**src/rtl/km2d_dist.sv**
```systemverilog
// Squared-distance unit: one point against one centroid, registered product stage.
// Depends on nothing; used by the top-level sequencer.
`default_nettype none
module km2d_dist #(
    parameter int CW = 16
) (
    input  wire logic                 clk,
    input  wire logic signed [CW-1:0] px,
    input  wire logic signed [CW-1:0] py,
    input  wire logic signed [CW-1:0] cx,
    input  wire logic signed [CW-1:0] cy,
    output logic             [2*CW+2:0] dist_sq
);
    logic [CW:0]     dx;
    logic [CW:0]     dy;
    logic [2*CW+1:0] sx_reg;
    logic [2*CW+1:0] sy_reg;

    always_comb
    begin
        logic signed [CW:0] ddx;
        logic signed [CW:0] ddy;
        ddx = (CW+1)'(px) - (CW+1)'(cx);
        ddy = (CW+1)'(py) - (CW+1)'(cy);
        dx  = ddx[CW] ? (CW+1)'(-ddx) : ddx;
        dy  = ddy[CW] ? (CW+1)'(-ddy) : ddy;
    end

    always_ff @(posedge clk)
    begin
        sx_reg <= dx * dx;
        sy_reg <= dy * dy;
    end

    assign dist_sq = (2*CW+3)'(sx_reg) + (2*CW+3)'(sy_reg);
endmodule
`default_nettype wire

```
**config.mk**
```make
export PLATFORM = sky130hd
export DESIGN_NAME = km2d_dist
export DESIGN_NICKNAME = d
export VERILOG_FILES = /design/src/rtl/km2d_dist.sv
export SDC_FILE = /design/constraint.sdc
export NUM_CORES = 1
export LEC_CHECK = 0
export BUFFER_PORTS_ARGS = -buffer_cell sky130_fd_sc_hd__clkbuf_2
export CAP_MARGIN = 20
export CORE_MARGIN = 2
export CORE_UTILIZATION = 51
export DETAILED_ROUTE_END_ITERATION = 10
export GPL_TIMING_DRIVEN = 0
export HOLD_SLACK_MARGIN = 0.05
export PLACE_DENSITY = 0.68
export SLEW_MARGIN = 10
export SYNTH_ARGS = -nofsm -noshare
export SYNTH_HDL_FRONTEND = slang
export SYNTH_SLANG_ARGS = --single-unit
```
**constraint.sdc**
```tcl
create_clock -name clk -period 13.8 [get_ports clk]
set_input_delay 0.69 -clock clk [delete_from_list [all_inputs] [get_ports clk]]
set_output_delay 0.69 -clock clk [all_outputs]
set_load 0.01 [all_outputs]
```
==> results.md <==
- Number of buffers added to fix hold violations after cts: 0
- Routed Wire Length: 45.5 mm
- Clock-pin slew reported for the worst setup and hold paths after clock tree synthesis: 0.06 ns
- Num Clock Sinks: 66
- Worst-Margin Slew: 1.12 ns
- Core Footprint: 40900 µm²
- Mean number of vias per cell: 5.25
- Dominant cell type by area after synthesis: sky130_fd_sc_hd__fa_1
- Kind of start point of the critical path: input port
- Wire length on met2: 22.4 mm
- Final net count: 3286
- Fraction of final layout cells with drive strength greater than 1: 6.82%
- Area Overhead vs Synth: 7.64%
- Number of failing setup endpoints in the final timing report: 0
- Largest fanout on the critical path: 10
- Start-to-end type of the worst setup path: in -> reg
- Setup repair after global routing missed its margin: no
- Post-synthesis register bit count: 66
- Number of hold violations in the final report: 0
- Root buffer cell: sky130_fd_sc_hd__clkbuf_16
- CP required: 14.01 ns
- Antenna violations before repair: 0
- # DRC: 0
- Synthesized area divided by synthesized cell count: 8.73 µm²
- Number of global-route vias before repair: 17100
- Outcome: completed
- Cell with the most instances after synthesis: sky130_fd_sc_hd__inv_1
- Number of instances on the worst hold path: 4
- Slew Limit Fails: 0
- Mapped cell area: 21200 µm²
- Height of the chip: 208 µm
- Number of optimization iterations in the first detailed-route pass: 5
- Highest clock frequency the design can meet: 94.5 MHz
- Max capacitance violation total: 0
- Worst slew margin relative to its limit: 24.8%
- DRT iter0 DRCs: 857
- Die outline area: 43200 µm²
- WL/cell: 14.7 µm
- Effective utilization at floorplan: 51.8%
- Number of buffers inserted by post-CTS setup repair: 0
- Routed length on met1: 20.0 mm
- Maximum number of pins on one net before global-route repair: 13
- GR Util All Layers: 22.0%
- Routed vias: 16300
- Final HPWL from detailed placement: 40.2 mm
- Library cell appearing most often on the critical path: sky130_fd_sc_hd__fa_1
- Post-synth top flop: sky130_fd_sc_hd__dfxtp_1
- Post-synth top area share: 36.3%
- Worst path buffer plus inverter count: 7
- Count of nets left with antenna violations after detail routing: 0
- Number of synthesized flops with an enable pin: 0
- Cells after synthesis: 2428
- H-Tree Depth: 3
- I/O Pins: 100
- Tmin final: 10.59 ns
- Cell family contributing the most delay on the critical path: adder cells
- Hold Path Class: in -> reg
- Routed wire length on met3: 2.73 mm
- Critical Path Sink Type: flop
- Worst EP arrival: 10.79 ns
- Post-route fraction of the period consumed by the critical path: 76.7%
- Final sum of negative setup slack: 0 ns
- Global-route wire length before repair: 79.0 mm
- Number of buffers created by CTS: 9
- Most numerous cell types in the synthesized netlist: 620 x sky130_fd_sc_hd__inv_1, 384 x sky130_fd_sc_hd__fa_1, 276 x sky130_fd_sc_hd__ha_1
- Share of the yosys chip area belonging to registers: 6.24%
- Width of the die: 208 µm
- Final GP Congestion: 0.921
- Antenna cells: 0
- Overflow after GRT: 0
- Max Buffers Root-to-Sink: 2
- Port Buffers: 99
- Crit path largest cell delay: 0.60 ns
- PostCTS Resize Cnt: 0
- Row count: 74
- TritonCTS clock tree: yes
- Number of synthesis warnings: 0
- Fraction of registers with async set or reset after synthesis: 0%
- Cell depth of the worst setup path: 34
- CP max-delay cell: sky130_fd_sc_hd__xor2_1
- Synth area leaders: sky130_fd_sc_hd__fa_1 36%, sky130_fd_sc_hd__ha_1 16%, sky130_fd_sc_hd__inv_1 11%
- Number of unique standard cell types used by synthesis: 92
- Topmost layer with routed signal wires: met4
[area by class of cell]
cell class | instances | area, µm²
Buffer | 48 | 209
Clock buffer | 10 | 229
Clock inverter | 6 | 138
Fill cell | 3770 | 18100
Inverter | 635 | 2380
Multi-Input combinational cell | 1701 | 17400
Sequential cell | 66 | 1320
Tap cell | 532 | 666
Timing Repair Buffer | 100 | 503
[layout by cell type, fill, tap and decap left out, types with 10 or more instances in the layout]
cell type,count
sky130_fd_sc_hd__nor2_1,192
sky130_fd_sc_hd__nand3_1,26
sky130_fd_sc_hd__clkbuf_1,36
sky130_fd_sc_hd__inv_2,13
sky130_fd_sc_hd__and2_1,11
sky130_fd_sc_hd__o21ai_0,37
sky130_fd_sc_hd__conb_1,24
sky130_fd_sc_hd__xor2_1,42
sky130_fd_sc_hd__fa_1,384
sky130_fd_sc_hd__xnor2_1,95
sky130_fd_sc_hd__dfxtp_1,66
sky130_fd_sc_hd__o21a_1,23
sky130_fd_sc_hd__clkbuf_2,99
sky130_fd_sc_hd__nand2b_1,31
sky130_fd_sc_hd__nand2_1,187
sky130_fd_sc_hd__a211oi_1,12
sky130_fd_sc_hd__nor3_1,19
sky130_fd_sc_hd__a21o_1,47
sky130_fd_sc_hd__o31ai_1,10
sky130_fd_sc_hd__nand4_1,15
sky130_fd_sc_hd__a31oi_1,12
sky130_fd_sc_hd__ha_1,276
sky130_fd_sc_hd__a21oi_1,77
sky130_fd_sc_hd__nor2b_1,18
sky130_fd_sc_hd__inv_1,620
[kinds of logic after synthesis]
logic type               count (synthesis)  synth area share (%)
AO/OA/AOI/OAI                          317                  10.6
XOR/XNOR                               141                  6.02
adder cells (fa/ha/maj)                660                  52.6
buffers and inverters                  683                  12.2
flip-flops                              66                  6.24
multiplexers                             3                 0.154
other                                    2                0.0354
AND/OR/NAND/NOR                        556                  12.1
[worst paths after layout]
path                  startpoint            endpoint  slack [ns]
worst max-delay path       px[0]  sx_reg[33]$_DFF_P_        3.21
worst min-delay path       cy[1]   sy_reg[2]$_DFF_P_        1.15
[per-layer routing]
layer | global-route usage (%) | vias to the layer above
met4 | 2.32 | 0
met1 | 30.4 | 8090
met2 | 37.8 | 351
met5 | 0 | -
li1 | - | 7780
met3 | 3.27 | 33
[stage by stage]
step                setup WS (ns)  utilization (%)  cells  cell area (µm²)  hold WS (ns)
detailed placement           3.01             54.8   3082            22400          1.23
global route                 2.65             55.7   3098            22800          1.21
floorplan                    4.72                -   2450            21300          1.13
global placement             3.19             54.8   3081            22400          1.21
finish                       3.21             55.7   3098            22800          1.15
CTS                          3.34             55.7   3098            22800          1.15
Power is not shown: default switching activity piles up to over one toggle a cycle in this logic, so the estimate is an artifact.
