==> src/rtl/km2d_div.sv <==
// Restoring signed divider, one quotient bit per cycle, truncating toward zero.
// No dependencies.
`default_nettype none
module km2d_div #(
    parameter int NUM_W = 24,
    parameter int DEN_W = 8
) (
    input  wire logic                    clk,
    input  wire logic                    rst_n,
    input  wire logic                    start,
    input  wire logic signed [NUM_W-1:0] num,
    input  wire logic        [DEN_W-1:0] den,
    output logic                         busy,
    output logic signed [NUM_W-1:0]      quo
);
    localparam int CW = $clog2(NUM_W + 1);

    logic [NUM_W-1:0] q_reg;
    logic [DEN_W:0]   rem_reg;
    logic [DEN_W-1:0] den_reg;
    logic             neg_reg;
    logic [CW-1:0]    cnt_reg;
    logic             busy_reg;
    logic [DEN_W:0]   shifted;
    logic [DEN_W:0]   diff;
    logic [NUM_W-1:0] mag;

    assign mag     = num[NUM_W-1] ? NUM_W'(-num) : num;
    assign shifted = {rem_reg[DEN_W-1:0], q_reg[NUM_W-1]};
    assign diff    = shifted - {1'b0, den_reg};
    assign busy    = busy_reg;
    assign quo     = neg_reg ? NUM_W'(-q_reg) : q_reg;

    always_ff @(posedge clk or negedge rst_n)
    begin
        if (!rst_n)
        begin
            busy_reg <= 1'b0;
            cnt_reg  <= '0;
        end
        else if (start)
        begin
            busy_reg <= 1'b1;
            cnt_reg  <= CW'(NUM_W);
        end
        else if (busy_reg)
        begin
            cnt_reg <= cnt_reg - 1'b1;
            if (cnt_reg == CW'(1))
            begin
                busy_reg <= 1'b0;
            end
        end
    end

    always_ff @(posedge clk)
    begin
        if (start)
        begin
            q_reg   <= mag;
            rem_reg <= '0;
            den_reg <= den;
            neg_reg <= num[NUM_W-1];
        end
        else if (busy_reg)
        begin
            if (!diff[DEN_W])
            begin
                rem_reg <= diff;
                q_reg   <= {q_reg[NUM_W-2:0], 1'b1};
            end
            else
            begin
                rem_reg <= shifted;
                q_reg   <= {q_reg[NUM_W-2:0], 1'b0};
            end
        end
    end
endmodule
`default_nettype wire

==> config.mk <==
export PLATFORM = sky130hd
export DESIGN_NAME = km2d_div
export DESIGN_NICKNAME = d
export VERILOG_FILES = /design/src/rtl/km2d_div.sv
export SDC_FILE = /design/constraint.sdc
export NUM_CORES = 1
export LEC_CHECK = 0
export ABC_AREA = 1
export CAP_MARGIN = 20
export CORE_MARGIN = 2
export CORE_UTILIZATION = 50
export DETAILED_ROUTE_END_ITERATION = 7
export DONT_BUFFER_PORTS = 1
export MAX_ROUTING_LAYER = met4
export SLEW_MARGIN = 5
export SYNTH_ARGS = -nofsm -noshare
export SYNTH_HDL_FRONTEND = slang
export SYNTH_SLANG_ARGS = --single-unit
==> constraint.sdc <==
create_clock -name clk -period 4.14 [get_ports clk]
set_clock_uncertainty 0.15 [all_clocks]
set_input_delay 0.414 -clock clk [delete_from_list [all_inputs] [get_ports clk]]
set_output_delay 0.414 -clock clk [all_outputs]
set_load 0.005 [all_outputs]
==> metrics.md <==
| Metric | Value |
|---|---|
| Post-synthesis cell type count | 36 |
| Die Area | just under 0.008 mm2 |
| Slew headroom | between 30% and 40% |
| Max clock buf depth | 2 |
| Warnings from Yosys | 0 |
| Hold wc startpoint | den[3] |
| Avg Inst Size Synth | 7.02 um2 |
| Type of the worst setup path | reg -> out |
| Critical path's largest stage delay | ~0.48 ns |
| Net Sw Power | 0.671 mW |
| Port Buffers | 0 |
| Starting Density | 52.3% |
| Critical path endpoint category | primary output |
| Flop and latch count out of synthesis | 47 |
| DRC | 0 |
| Multi-input gate area | between 0.0015 and 0.002 mm2 |
| Pint | 0.968 mW |
| CTS HTree Levels | 2 |
| Global-route wire length before repair | approximately 14,000 um |
| Ant diodes | 0 |
| Syn nets | 560 |
| Sequential cell area | roughly 0.0013 mm2 |
| Setup crit start kind | register |
| HPWL after DPL | 6540 um |
| Outcome | finished, final reports clean |
| Worst slew pin tran | 0.939 ns |
| Drt wl/cell | roughly 14 um |
| Max FFs per register | 24 |
| Cell count after synthesis | 512 |
| Post-Syn Area | 0.00359 mm2 |
| Largest net degree at the start of global routing | 35 |
| Buf/Inv on CP | 1 |
| Reg-to-Reg End | q_reg[0] |
| Power Density | 436 mW/mm2 |
| Crit path DAT | 1.96 ns |
| Crit path top cell by count | nand2_1 |
| Peak VDD IR | about 0.18 mV |
| GPL Wtd Cong | ~0.87 |
| CTS Root Buffer Type | clkbuf_8 |
| Worst Hold Class | in -> reg |
| Critical Path RT | roughly 3.6 ns |
| Std-Cell Core Area | 0.00687 mm2 |
| Sequential cell area fraction in the yosys report | 36.2% |
| Hold violation count in the final report | 0 |
| Remaining Overflow, GRT | 0 |
| Cells on worst reg2reg path | 11 |
| Post-CTS setup buffers | 0 |
| Reg-to-reg setup timing slack | between 1.5 and 2 ns |
| Reg clk slew, reported paths | around 0.10 ns |
| Combinational Power Share | 40.6% |
| Crit path cell chain | inv_1 -> ha_1 -> nand4_2 -> nor2_2 -> nand2_1 -> nand2_2 -> nand2_2 -> nor2_1 -> nand2_1 -> nand2_1 |
| Pre-CTS WS | 1.97 ns |
| All-layer global routing usage | 23.6% |
| Fill cells | 689 |
| Iteration-0 DRC count of the detailed router | roughly 210 |
| RR Startpoint | q_reg[23] |
| Vias in the first global route | slightly below 3k |
| Die Span Y | 88.8 um |
| Maximum fanout along the worst path | 4 |
| Register share of total power | 41.4% |
| Top cell family by delay on the critical path | simple AND/OR/NAND/NOR gates |
| Clock power frac | 18.0% |
| CTS buffer count | 5 |
| Max Cap Viol | 0 |
| Fraction of layout cells with a size suffix above 1 | 5.88% |
| Area growth syn-to-layout | 4.56% |
| Final Setup Violations | 0 |
| TNS Setup | 0 ns |
| Clk_lat worst skew | 0.31 ns |
| Nets@finish | 557 |
| Fmax | between 300 and 400 MHz |
| Total power | 1.64 mW |
| Vias | 3,122 |
| Tmin final | 2.52 ns |
| Final WL | 8420 um |
| CTS tree | built |
| Routed Antenna Nets | 0 |
| Total iterations of the first detailed-routing run | 5 |
| Slowest cell on the critical path | edfxtp_1 |
| # rows | 30 |
| Period utilisation layout | 61.0% |
| Chip Width | 88.8 um |
| Worst setup margin | approximately 1.6 ns |
| Max-slew violation count | 0 |
| Leakage | 1.80 nW |
| Sw Ratio | roughly two fifths |
| Via/cell ratio | 5.15 |
| Initial antenna violation count | 0 |
| RSZ-0062 raised after global routing | false |
| Hold EP | den_reg[3] |
| Hold path cells | 0 |
| Ports | 60 |
| CTS Sinks | 47 |
==> power groups by stage <==
stage / clock [mW] / sequential, mW / combinational, mW
detailed placement: 0 / 0.687 / 0.660
floorplan: 0 / 0.653 / 0.558
finish: 0.296 / 0.678 / 0.665
global route: 0.317 / 0.689 / 0.780
CTS: 0.302 / 0.677 / 0.666
global placement: 0 / 0.686 / 0.649
==> stage by stage <==
step | util (%) | cell area [um2] | hold slack, ns | cells
3_5_place_dp | 53.2 | 3650 | -0.0314 | 597
6_report | 54.7 | 3760 | 0.0385 | 606
3_3_place_gp | 53.2 | 3650 | -0.0314 | 597
2_1_floorplan | - | 3590 | -0.0316 | 512
5_1_grt | 54.7 | 3760 | 0.0223 | 606
4_1_cts | 54.7 | 3760 | 0.0288 | 606
==> layout by cell type, fill, tap and decap left out, types with 2 or more instances in the layout <==
master and count:
nand2_1 158, a31oi_1 3, edfxtp_1 33, nand3b_1 2
nor2_1 47, clkbuf_8 5, dfrtp_1 6, o21ai_1 6
o21ai_2 2, inv_6 2, or2_2 2, or2_1 3
xor2_1 24, nor2_2 5, nand3_1 42, a21oi_1 11
xnor2_1 7, nand2_2 8, nand3_2 2, nand4_1 5
ha_1 12, dfxtp_1 8, o22ai_1 3, nor3_1 5
inv_1 72, o21ai_0 27
==> cell type report <==
| class | count | area share (%) |
|---|---|---|
| tap | 96 | 3.20 |
| inverter | 72 | 7.19 |
| clock buffer | 5 | 1.83 |
| clock inverter | 3 | 0.699 |
| multi-input combinational | 382 | 52.2 |
| timing repair buffer | 1 | 0.266 |
| sequential | 47 | 34.6 |
==> what timing repair did <==
action | CTS | global route
resized for setup | 0 | 0
hold endpoints to repair | 6 | 0
hold buffers | 1 | 0
==> routing by layer <==
metal  wire (um)  global-route usage [%]  up-vias  share of wire, %
li1            -                       -     1633                 -
met1        4470                    35.6     1408                53
met2        3330                    33.2       75                40
met3         559                    3.92        6               6.6
met4          64                    4.68        0              0.76
met5           0                       -        -                 0
==> kinds of logic (layout without fill, tap and decap cells) <==
| group | after synthesis | in the layout | share of synthesized area (%) |
|---|---|---|---|
| buf+inv | 83 | 81 | 9.22 |
| fa+ha+maj | 13 | 13 | 4.73 |
| simple gates | 284 | 284 | 34.2 |
| xor+xnor | 31 | 31 | 7.55 |
| compound gates | 54 | 54 | 8.08 |
| flops | 47 | 47 | 36.2 |
==> cell usage after synthesis, drive strengths merged <==
library cell	instances	area share (%)
xnor2	7	1.7
dfxtp	8	4.5
nor4	1	0.17
dfrtp	6	4.2
nand4	6	1.2
and3	1	0.17
a21o	1	0.21
or2	5	0.87
nand2	167	18
edfxtp	33	28
nand3	44	6.4
buf	6	0.90
xor2	24	5.8
o21ai	35	5.1
nor3	6	0.97
clkbuf	5	0.80
fa	1	0.56
a21oi	11	1.5
nand3b	2	0.42
o31ai	1	0.21
ha	12	4.2
nor2	52	5.8
o22ai	3	0.52
a31oi	3	0.52
inv	72	7.5
==> how the worst max path moves through the flow <==
| stage | slack [ns] | from | cells past startpoint | endpoint |
|---|---|---|---|---|
| 2_1_floorplan | 2.16 | q_reg[23] | 11 | q_reg[0] |
| 3_3_place_gp | 1.96 | q_reg[0] | 10 | quo[18] |
| 3_5_place_dp | 1.97 | q_reg[0] | 9 | quo[18] |
| 4_1_cts | 1.61 | q_reg[0] | 10 | quo[18] |
| 5_1_grt | 1.41 | q_reg[0] | 10 | quo[18] |
| 6_report | 1.62 | q_reg[0] | 10 | quo[18] |
(Power assumes the default switching activity.)
