<file path="config.mk">
export PLATFORM = sky130hd
export DESIGN_NAME = km2d_ram
export DESIGN_NICKNAME = d
export VERILOG_FILES = /design/src/rtl/km2d_ram.sv
export SDC_FILE = /design/constraint.sdc
export NUM_CORES = 1
export LEC_CHECK = 0
export ABC_AREA = 1
export BUFFER_PORTS_ARGS = -buffer_cell sky130_fd_sc_hd__buf_2
export CAP_MARGIN = 20
export CORE_MARGIN = 8
export CORE_UTILIZATION = 45
export CTS_BUF_LIST = sky130_fd_sc_hd__clkbuf_16
export CTS_CLUSTER_DIAMETER = 40
export DETAILED_ROUTE_END_ITERATION = 7
export PLACE_DENSITY = 0.57
export SKIP_LAST_GASP = 1
export SYNTH_ARGS = -nofsm -noshare
export SYNTH_HDL_FRONTEND = slang
export SYNTH_SLANG_ARGS = --single-unit
</file>
<file path="constraint.sdc">
create_clock -name clk -period 5.58 [get_ports clk]
set_input_delay 0.837 -clock clk [delete_from_list [all_inputs] [get_ports clk]]
set_output_delay 0.837 -clock clk [all_outputs]
set_load 0.01 [all_outputs]
</file>
<file path="src/rtl/km2d_ram.sv">
// Generic single-port-write, single-read RAM with registered read data.
// No dependencies.
`default_nettype none
module km2d_ram #(
    parameter int WIDTH = 16,
    parameter int DEPTH = 64
) (
    input  wire logic                     clk,
    input  wire logic                     we,
    input  wire logic [$clog2(DEPTH)-1:0] waddr,
    input  wire logic [WIDTH-1:0]         wdata,
    input  wire logic [$clog2(DEPTH)-1:0] raddr,
    output logic      [WIDTH-1:0]         rdata
);
    logic [WIDTH-1:0] mem [DEPTH];

    always_ff @(posedge clk)
    begin
        if (we)
        begin
            mem[waddr] <= wdata;
        end
        rdata <= mem[raddr];
    end
endmodule
`default_nettype wire

</file>
==> metrics.cfg, run 1 <==
[outcome]
status=complete, no violations

[place]
hpwl_um=60300
dp.cells=4691
place_area_mm2=0.0434
place_ws_ns=2.00
gp_congestion=0.789
portBuffers=45

[timing]
max_slew_margin_pct=22.1
slew_violations=0
period_needed_ns=2.92
holdWs_ns=0.678
layout_setup_ws_ns=2.66
hold_viol=0
period_share_pct=52.3
rsz0062_at_grt=no
fin_skew_ns=0.0230
tns_ns=0
setup_viol_count_final=0
worst_pin_slew_ns=1.17
fmax_ghz=0.343

[route]
avgViaCountPerCell=5.47
drtPass1Iterations=5
route.final.wire_length_um=115000
drtIter0Drc=2804
wl_per_cell_um=23.4
ant_nets=0
drc_errors=0
vias=27037

[clock_network]
cts_tree=done
cts_made_buffers=136
post_cts_resized=0
cts_root_buf=clkbuf_16
cts_max_level=4
cts_hold_buf=0
cts.sinks=1040
cts.clk_slew.worst_paths_ns=0.06
clkLatencyLatePin_ns=0.73
cts.path.max_buffers=3
cts_setup_buffers=0

[yosys]
synth_top_cell_area_share_pct=73.0
syn_area_mm2=0.0421
synth_flop_cell=edfxtp_1
synth_edf_count=1024
async_flop_share_pct=0
syn_avg_cell_area_um2=12.0
synth_warnings=0
yosysMostFrequentCell=nand2_1
synth_nets=3547
ys_ff_latch=1040
netlist_instances=3517
ys_types=16
ys_seq_area_share_pct=73.8
synthTopCellsByArea=edfxtp_1, nand2_1, nand3_1
synth_top_cell_by_area=edfxtp_1
synth_commonest_cells=nand2_1, edfxtp_1, nand3_1

[critical_path]
r2r_start=mem[31][15]$_DFFE_PP_
cp_cell_sequence=buf_8, inv_16, buf_12, nand2_1, nand3_1, nand3_1, nand2_1, nand2_1, nand3_1, nand3_1, nand2_1
crit_slowest_cell=buf_8
crit_buf_inv=3
rr_worst_depth=8
r2r_end=rdata[15]$_DFF_P_
start_kind=primary input
crit_path_end=rdata[15]$_DFF_P_
cp.arrival_ns=3.52
worstPathRequired_ns=6.18
r2r_slack_ns=4.07
path_max_fanout=173
cp-end-kind=flip-flop
crit_start=raddr[0]
slowest_delay_ns=0.53
crit_family=buffers and inverters
path_depth=11
critPathKind=primary input to flip-flop

[global_route]
grt_pass1_wl_um=170000
grt_max_degree=198
antenna_found_initial=9
grt_usage_pct=22.0
first_global_vias=25347
grt-ovfl-total=0

[power_and_ir_drop]
ir_drop_mv=0.317
p_leak_nw=17.4
p_per_area_mw_per_mm2=386
total_power_mw=18.5

[die]
num_rows=112
die_w_um=322
initial_utilization_pct=45.2
dieArea_mm2=0.104
fp.dieH_um=322
design.core.area_mm2=0.0930
io_pins=46

[hold_path]
hp-start=raddr[5]
hold_path.class=primary input to flip-flop

[finish]
drive_above_1_share_pct=10.3
stdcell_count=4944
finalNetCount=3606
final_util_pct=51.6
area_growth_pct=14.1
fin_area_mm2=0.0481

[flow_run]
maxCapViolCount=0

## final cells by class
| cell class | count | area, um2 |
|---|---|---|
| Timing Repair Buffer | 146 | 1090 |
| Fill cell | 8047 | 45000 |
| Clock buffer | 138 | 3450 |
| Sequential cell | 1040 | 31100 |
| Multi-Input combinational cell | 2240 | 9620 |
| Inverter | 12 | 72.6 |
| Tap cell | 1254 | 1570 |
| Clock inverter | 110 | 1170 |
| Antenna cell | 4 | 10.0 |
## where the power goes
group,total [mW],switching [mW],leakage [nW],internal (mW)
Combinational,1.01,0.779,5.77,0.233
Sequential,8.69,0.0365,9.35,8.65
Clock,8.84,3.33,2.27,5.50
Total,18.5,4.15,17.4,14.4
## worst reg2reg max path, cell delays in order, from the launching register on
cell and delay, ns:
edfxtp_1 0.35, nand2_1 0.07, nand3_1 0.10, nand3_1 0.19, nand2_1 0.15, nand2_1 0.09, nand3_1 0.14, nand3_1 0.25
nand2_1 0.08
## routing by layer
layer,share of wire [%],track usage (%)
met1,44,31.9
met2,45,33.1
met3,8.1,4.97
met4,2.6,6.52
met5,0.0095,0
## worst min path at each step
stage	end	slack, ns	cells past startpoint
floorplan	rdata[0]$_DFF_P_	0.72	8
global placement	rdata[15]$_DFF_P_	0.80	8
detailed placement	rdata[15]$_DFF_P_	0.81	8
CTS	rdata[15]$_DFF_P_	0.62	3
global route	rdata[15]$_DFF_P_	0.67	3
finish	rdata[15]$_DFF_P_	0.68	3
## kinds of logic (layout without fill, tap and decap cells)
logic type,after synthesis,count (layout),synth area share [%]
simple gates,2240,2240,22.7
flops,1040,1040,73.8
buf+inv,237,406,3.54
other cells,0,4,0
## placed cells by master (no fill, tap or decap), types with 2 or more instances in the layout
master | Yosys | routed
diode_2 | 0 | 4
nand3_1 | 871 | 871
buf_4 | 19 | 96
nor2_2 | 0 | 11
clkinvlp_4 | 0 | 16
nand2_1 | 1296 | 1296
nor4_2 | 0 | 8
clkinv_4 | 0 | 5
nand4_1 | 9 | 9
clkbuf_16 | 0 | 138
buf_8 | 1 | 2
inv_8 | 1 | 3
buf_2 | 113 | 42
inv_1 | 9 | 22
buf_12 | 0 | 5
bufinv_16 | 0 | 21
clkinv_2 | 0 | 15
inv_6 | 0 | 15
clkinv_1 | 0 | 22
dfxtp_1 | 16 | 16
edfxtp_1 | 1024 | 1024
nor2_1 | 56 | 45
## sequential cells by signal, indices dropped and copies added (netlist names)
signal,flops
mem,1024
rdata,16
No activity file was read; power rests on OpenSTA's default activity.
==> run 2: changes to the inputs <==
- clock period: 5.58 -> 3 ns (I/O delays scaled with it)
==> run 2 against run 1 <==
  * Combinational power grew 98%
  * Flip-flop and latch count did not move
  * Count of clock-buffer cells in the layout increased by 1
  * Setup slack worse by 1.6 ns
  * Non-clock buffer count rose by 68
  * First-iteration DRC count up 1.6%
  * Clock power grew 89%
  * Via count up 1.6%
  * Cell count increased by 1.4%
  * Critical path type unchanged
  * Largest cell class unchanged
  * Highest routed layer unchanged
==> metrics.cfg, run 2 (synthesis gave the netlist of run 1 again) <==
[outcome]
status=complete, no violations

[die]
io_pins=46  ; unchanged
die_w_um=322  ; unchanged
fp.dieH_um=322  ; unchanged
num_rows=112  ; unchanged
dieArea_mm2=0.104  ; unchanged
design.core.area_mm2=0.0930  ; unchanged
initial_utilization_pct=45.2  ; unchanged

[place]
place_area_mm2=0.0442  ; +1.9%
gp_congestion=0.808  ; +2.5%
portBuffers=45  ; unchanged
dp.cells=4758  ; +1.4%
hpwl_um=70000  ; +16%

[global_route]
grt_usage_pct=22.9  ; +0.88 points
grt_max_degree=96  ; -52%
grt_pass1_wl_um=176000  ; +3.8%
antenna_found_initial=9  ; unchanged
first_global_vias=26145  ; +3.1%
grt-ovfl-total=0  ; unchanged

[critical_path]
critPathKind=primary input to flip-flop
crit_family=simple AND/OR/NAND/NOR gates
cp_cell_sequence=buf_8, inv_16, buf_12, buf_4, nand2_1, nand3_1, nand3_1, nand2_1, nand2_1, nand3_1, nand3_1, nand2_1
crit_buf_inv=4  ; +1
worstPathRequired_ns=3.67  ; -2.51 ns
cp-end-kind=flip-flop
cp.arrival_ns=2.60  ; -0.92 ns
crit_slowest_cell=inv_16
path_max_fanout=79  ; -54%
start_kind=primary input
slowest_delay_ns=0.30  ; -0.23 ns

[finish]
stdcell_count=5015  ; +1.4%
regArea_mm2=0.0311  ; unchanged
multi_input_area_mm2=0.00962  ; unchanged
finalNetCount=3675  ; +1.9%
area_growth_pct=16.4
fin_area_mm2=0.0490  ; +2.0%
drive_above_1_share_pct=12.0  ; +1.6 points
layout_commonest_cell=nand2_1
fillers=7954  ; -1.2%
final_cell_mix=nand2_1, edfxtp_1, nand3_1, clkbuf_16, buf_4
reg_top3=mem x1024, rdata x16
max_flop_register=mem
largest_reg_flops=1024  ; unchanged

[clock_network]
cts_made_buffers=137  ; +0.74%
cts_tree=done
cts_max_level=4  ; unchanged
cts.clk_slew.worst_paths_ns=0.06  ; about the same
clkLatencyLatePin_ns=0.73  ; about the same
cts.path.max_buffers=3  ; unchanged
cts_root_buf=clkbuf_16
cts.sinks=1040  ; unchanged

[route]
wl_per_cell_um=23.8  ; +2.0%
drc_errors=0  ; unchanged
wl_met3_um=8820  ; -5.4%
highest-signal-layer=met5
ant_nets=0  ; unchanged
route.final.wire_length_um=119000  ; +3.5%
dr_wl_met2_um=55200  ; +6.5%
drtIter0Drc=2849  ; +1.6%
vias=27483  ; +1.6%
wl_met1_um=53000  ; +3.4%
drtPass1Iterations=5  ; unchanged
avgViaCountPerCell=5.48  ; +0.21%

[timing]
setup_viol_count_final=0  ; unchanged
fin_skew_ns=0.0208  ; -0.00222 ns
holdWs_ns=0.0721  ; -0.605 ns
slew_violations=0  ; unchanged
period_needed_ns=1.94
period_share_pct=64.6
max_slew_margin_pct=36.9  ; +15 points
fmax_ghz=0.516
hold_viol=0  ; unchanged
rsz0062_at_grt=no
worst_pin_slew_ns=0.946  ; -0.222 ns
tns_ns=0  ; unchanged

[power_and_ir_drop]
p_seq_share_pct=46.3  ; -0.6 points
power.switching_mw=7.90  ; +90%
p_leak_nw=17.9  ; +2.8%
swShare_pct=22.7  ; +0.28 points
p_int_mw=27.0  ; +87%
p_comb_share_pct=5.8  ; +0.3 points
p_per_area_mw_per_mm2=711  ; +84%
ir_drop_mv=0.640  ; +100%
clock_power_share_pct=47.9  ; +0.2 points

[flow_run]
maxCapViolCount=0  ; unchanged

[hold_path]
hold_path.class=primary input to flip-flop

==> run 2: area by class of cell <==
cell class	count	area share, %
Multi-Input combinational cell	2240	19.6
Timing Repair Buffer	214	3.90
Inverter	12	0.146
Antenna cell	4	0.0204
Clock inverter	112	2.59
Clock buffer	139	7.10
Sequential cell	1040	63.4
Tap cell	1254	3.20
==> run 2: routing by layer <==
| metal | track usage (%) | vias to the layer above |
|---|---|---|
| met4 | 6.33 | 4 |
| met1 | 32.9 | 13594 |
| met3 | 4.14 | 171 |
| met5 | 0 | - |
| li1 | - | 12704 |
| met2 | 35.7 | 1010 |
==> run 2: what timing repair did <==
item / 4_1_cts / 5_1_grt
hold buffers: 2 / 0
setup buffers: 0 / 0
resized for setup: 0 / 0
hold endpoints to repair: 4 / 0
==> run 2: metrics by stage <==
stage	power [mW]	setup WS (ns)	utilization, %
6_report	34.9	1.06	52.7
2_1_floorplan	17.5	-0.00407	-
3_5_place_dp	18.5	0.340	47.5
3_3_place_gp	18.4	0.331	47.5
5_1_grt	35.8	0.983	52.6
4_1_cts	35.1	1.03	52.6
==> run 2: final timing paths <==
check / start / to / slack (ns) / depth (start not counted)
max: raddr[0] / rdata[14]$_DFF_P_ / 1.06 / 12
min: wdata[10] / mem[1][10]$_DFFE_PP_ / 0.07 / 1
max reg2reg: mem[29][11]$_DFFE_PP_ / rdata[11]$_DFF_P_ / 1.38 / 8
min reg2reg: mem[36][11]$_DFFE_PP_ / rdata[11]$_DFF_P_ / 0.80 / 8
==> run 2: power groups by stage <==
stage	registers (mW)	logic (mW)	clock network, mW
floorplan	16.4	1.08	0
global placement	16.5	1.99	0
detailed placement	16.5	2.00	0
CTS	16.2	2.01	16.9
global route	16.2	2.18	17.5
finish	16.2	2.00	16.7
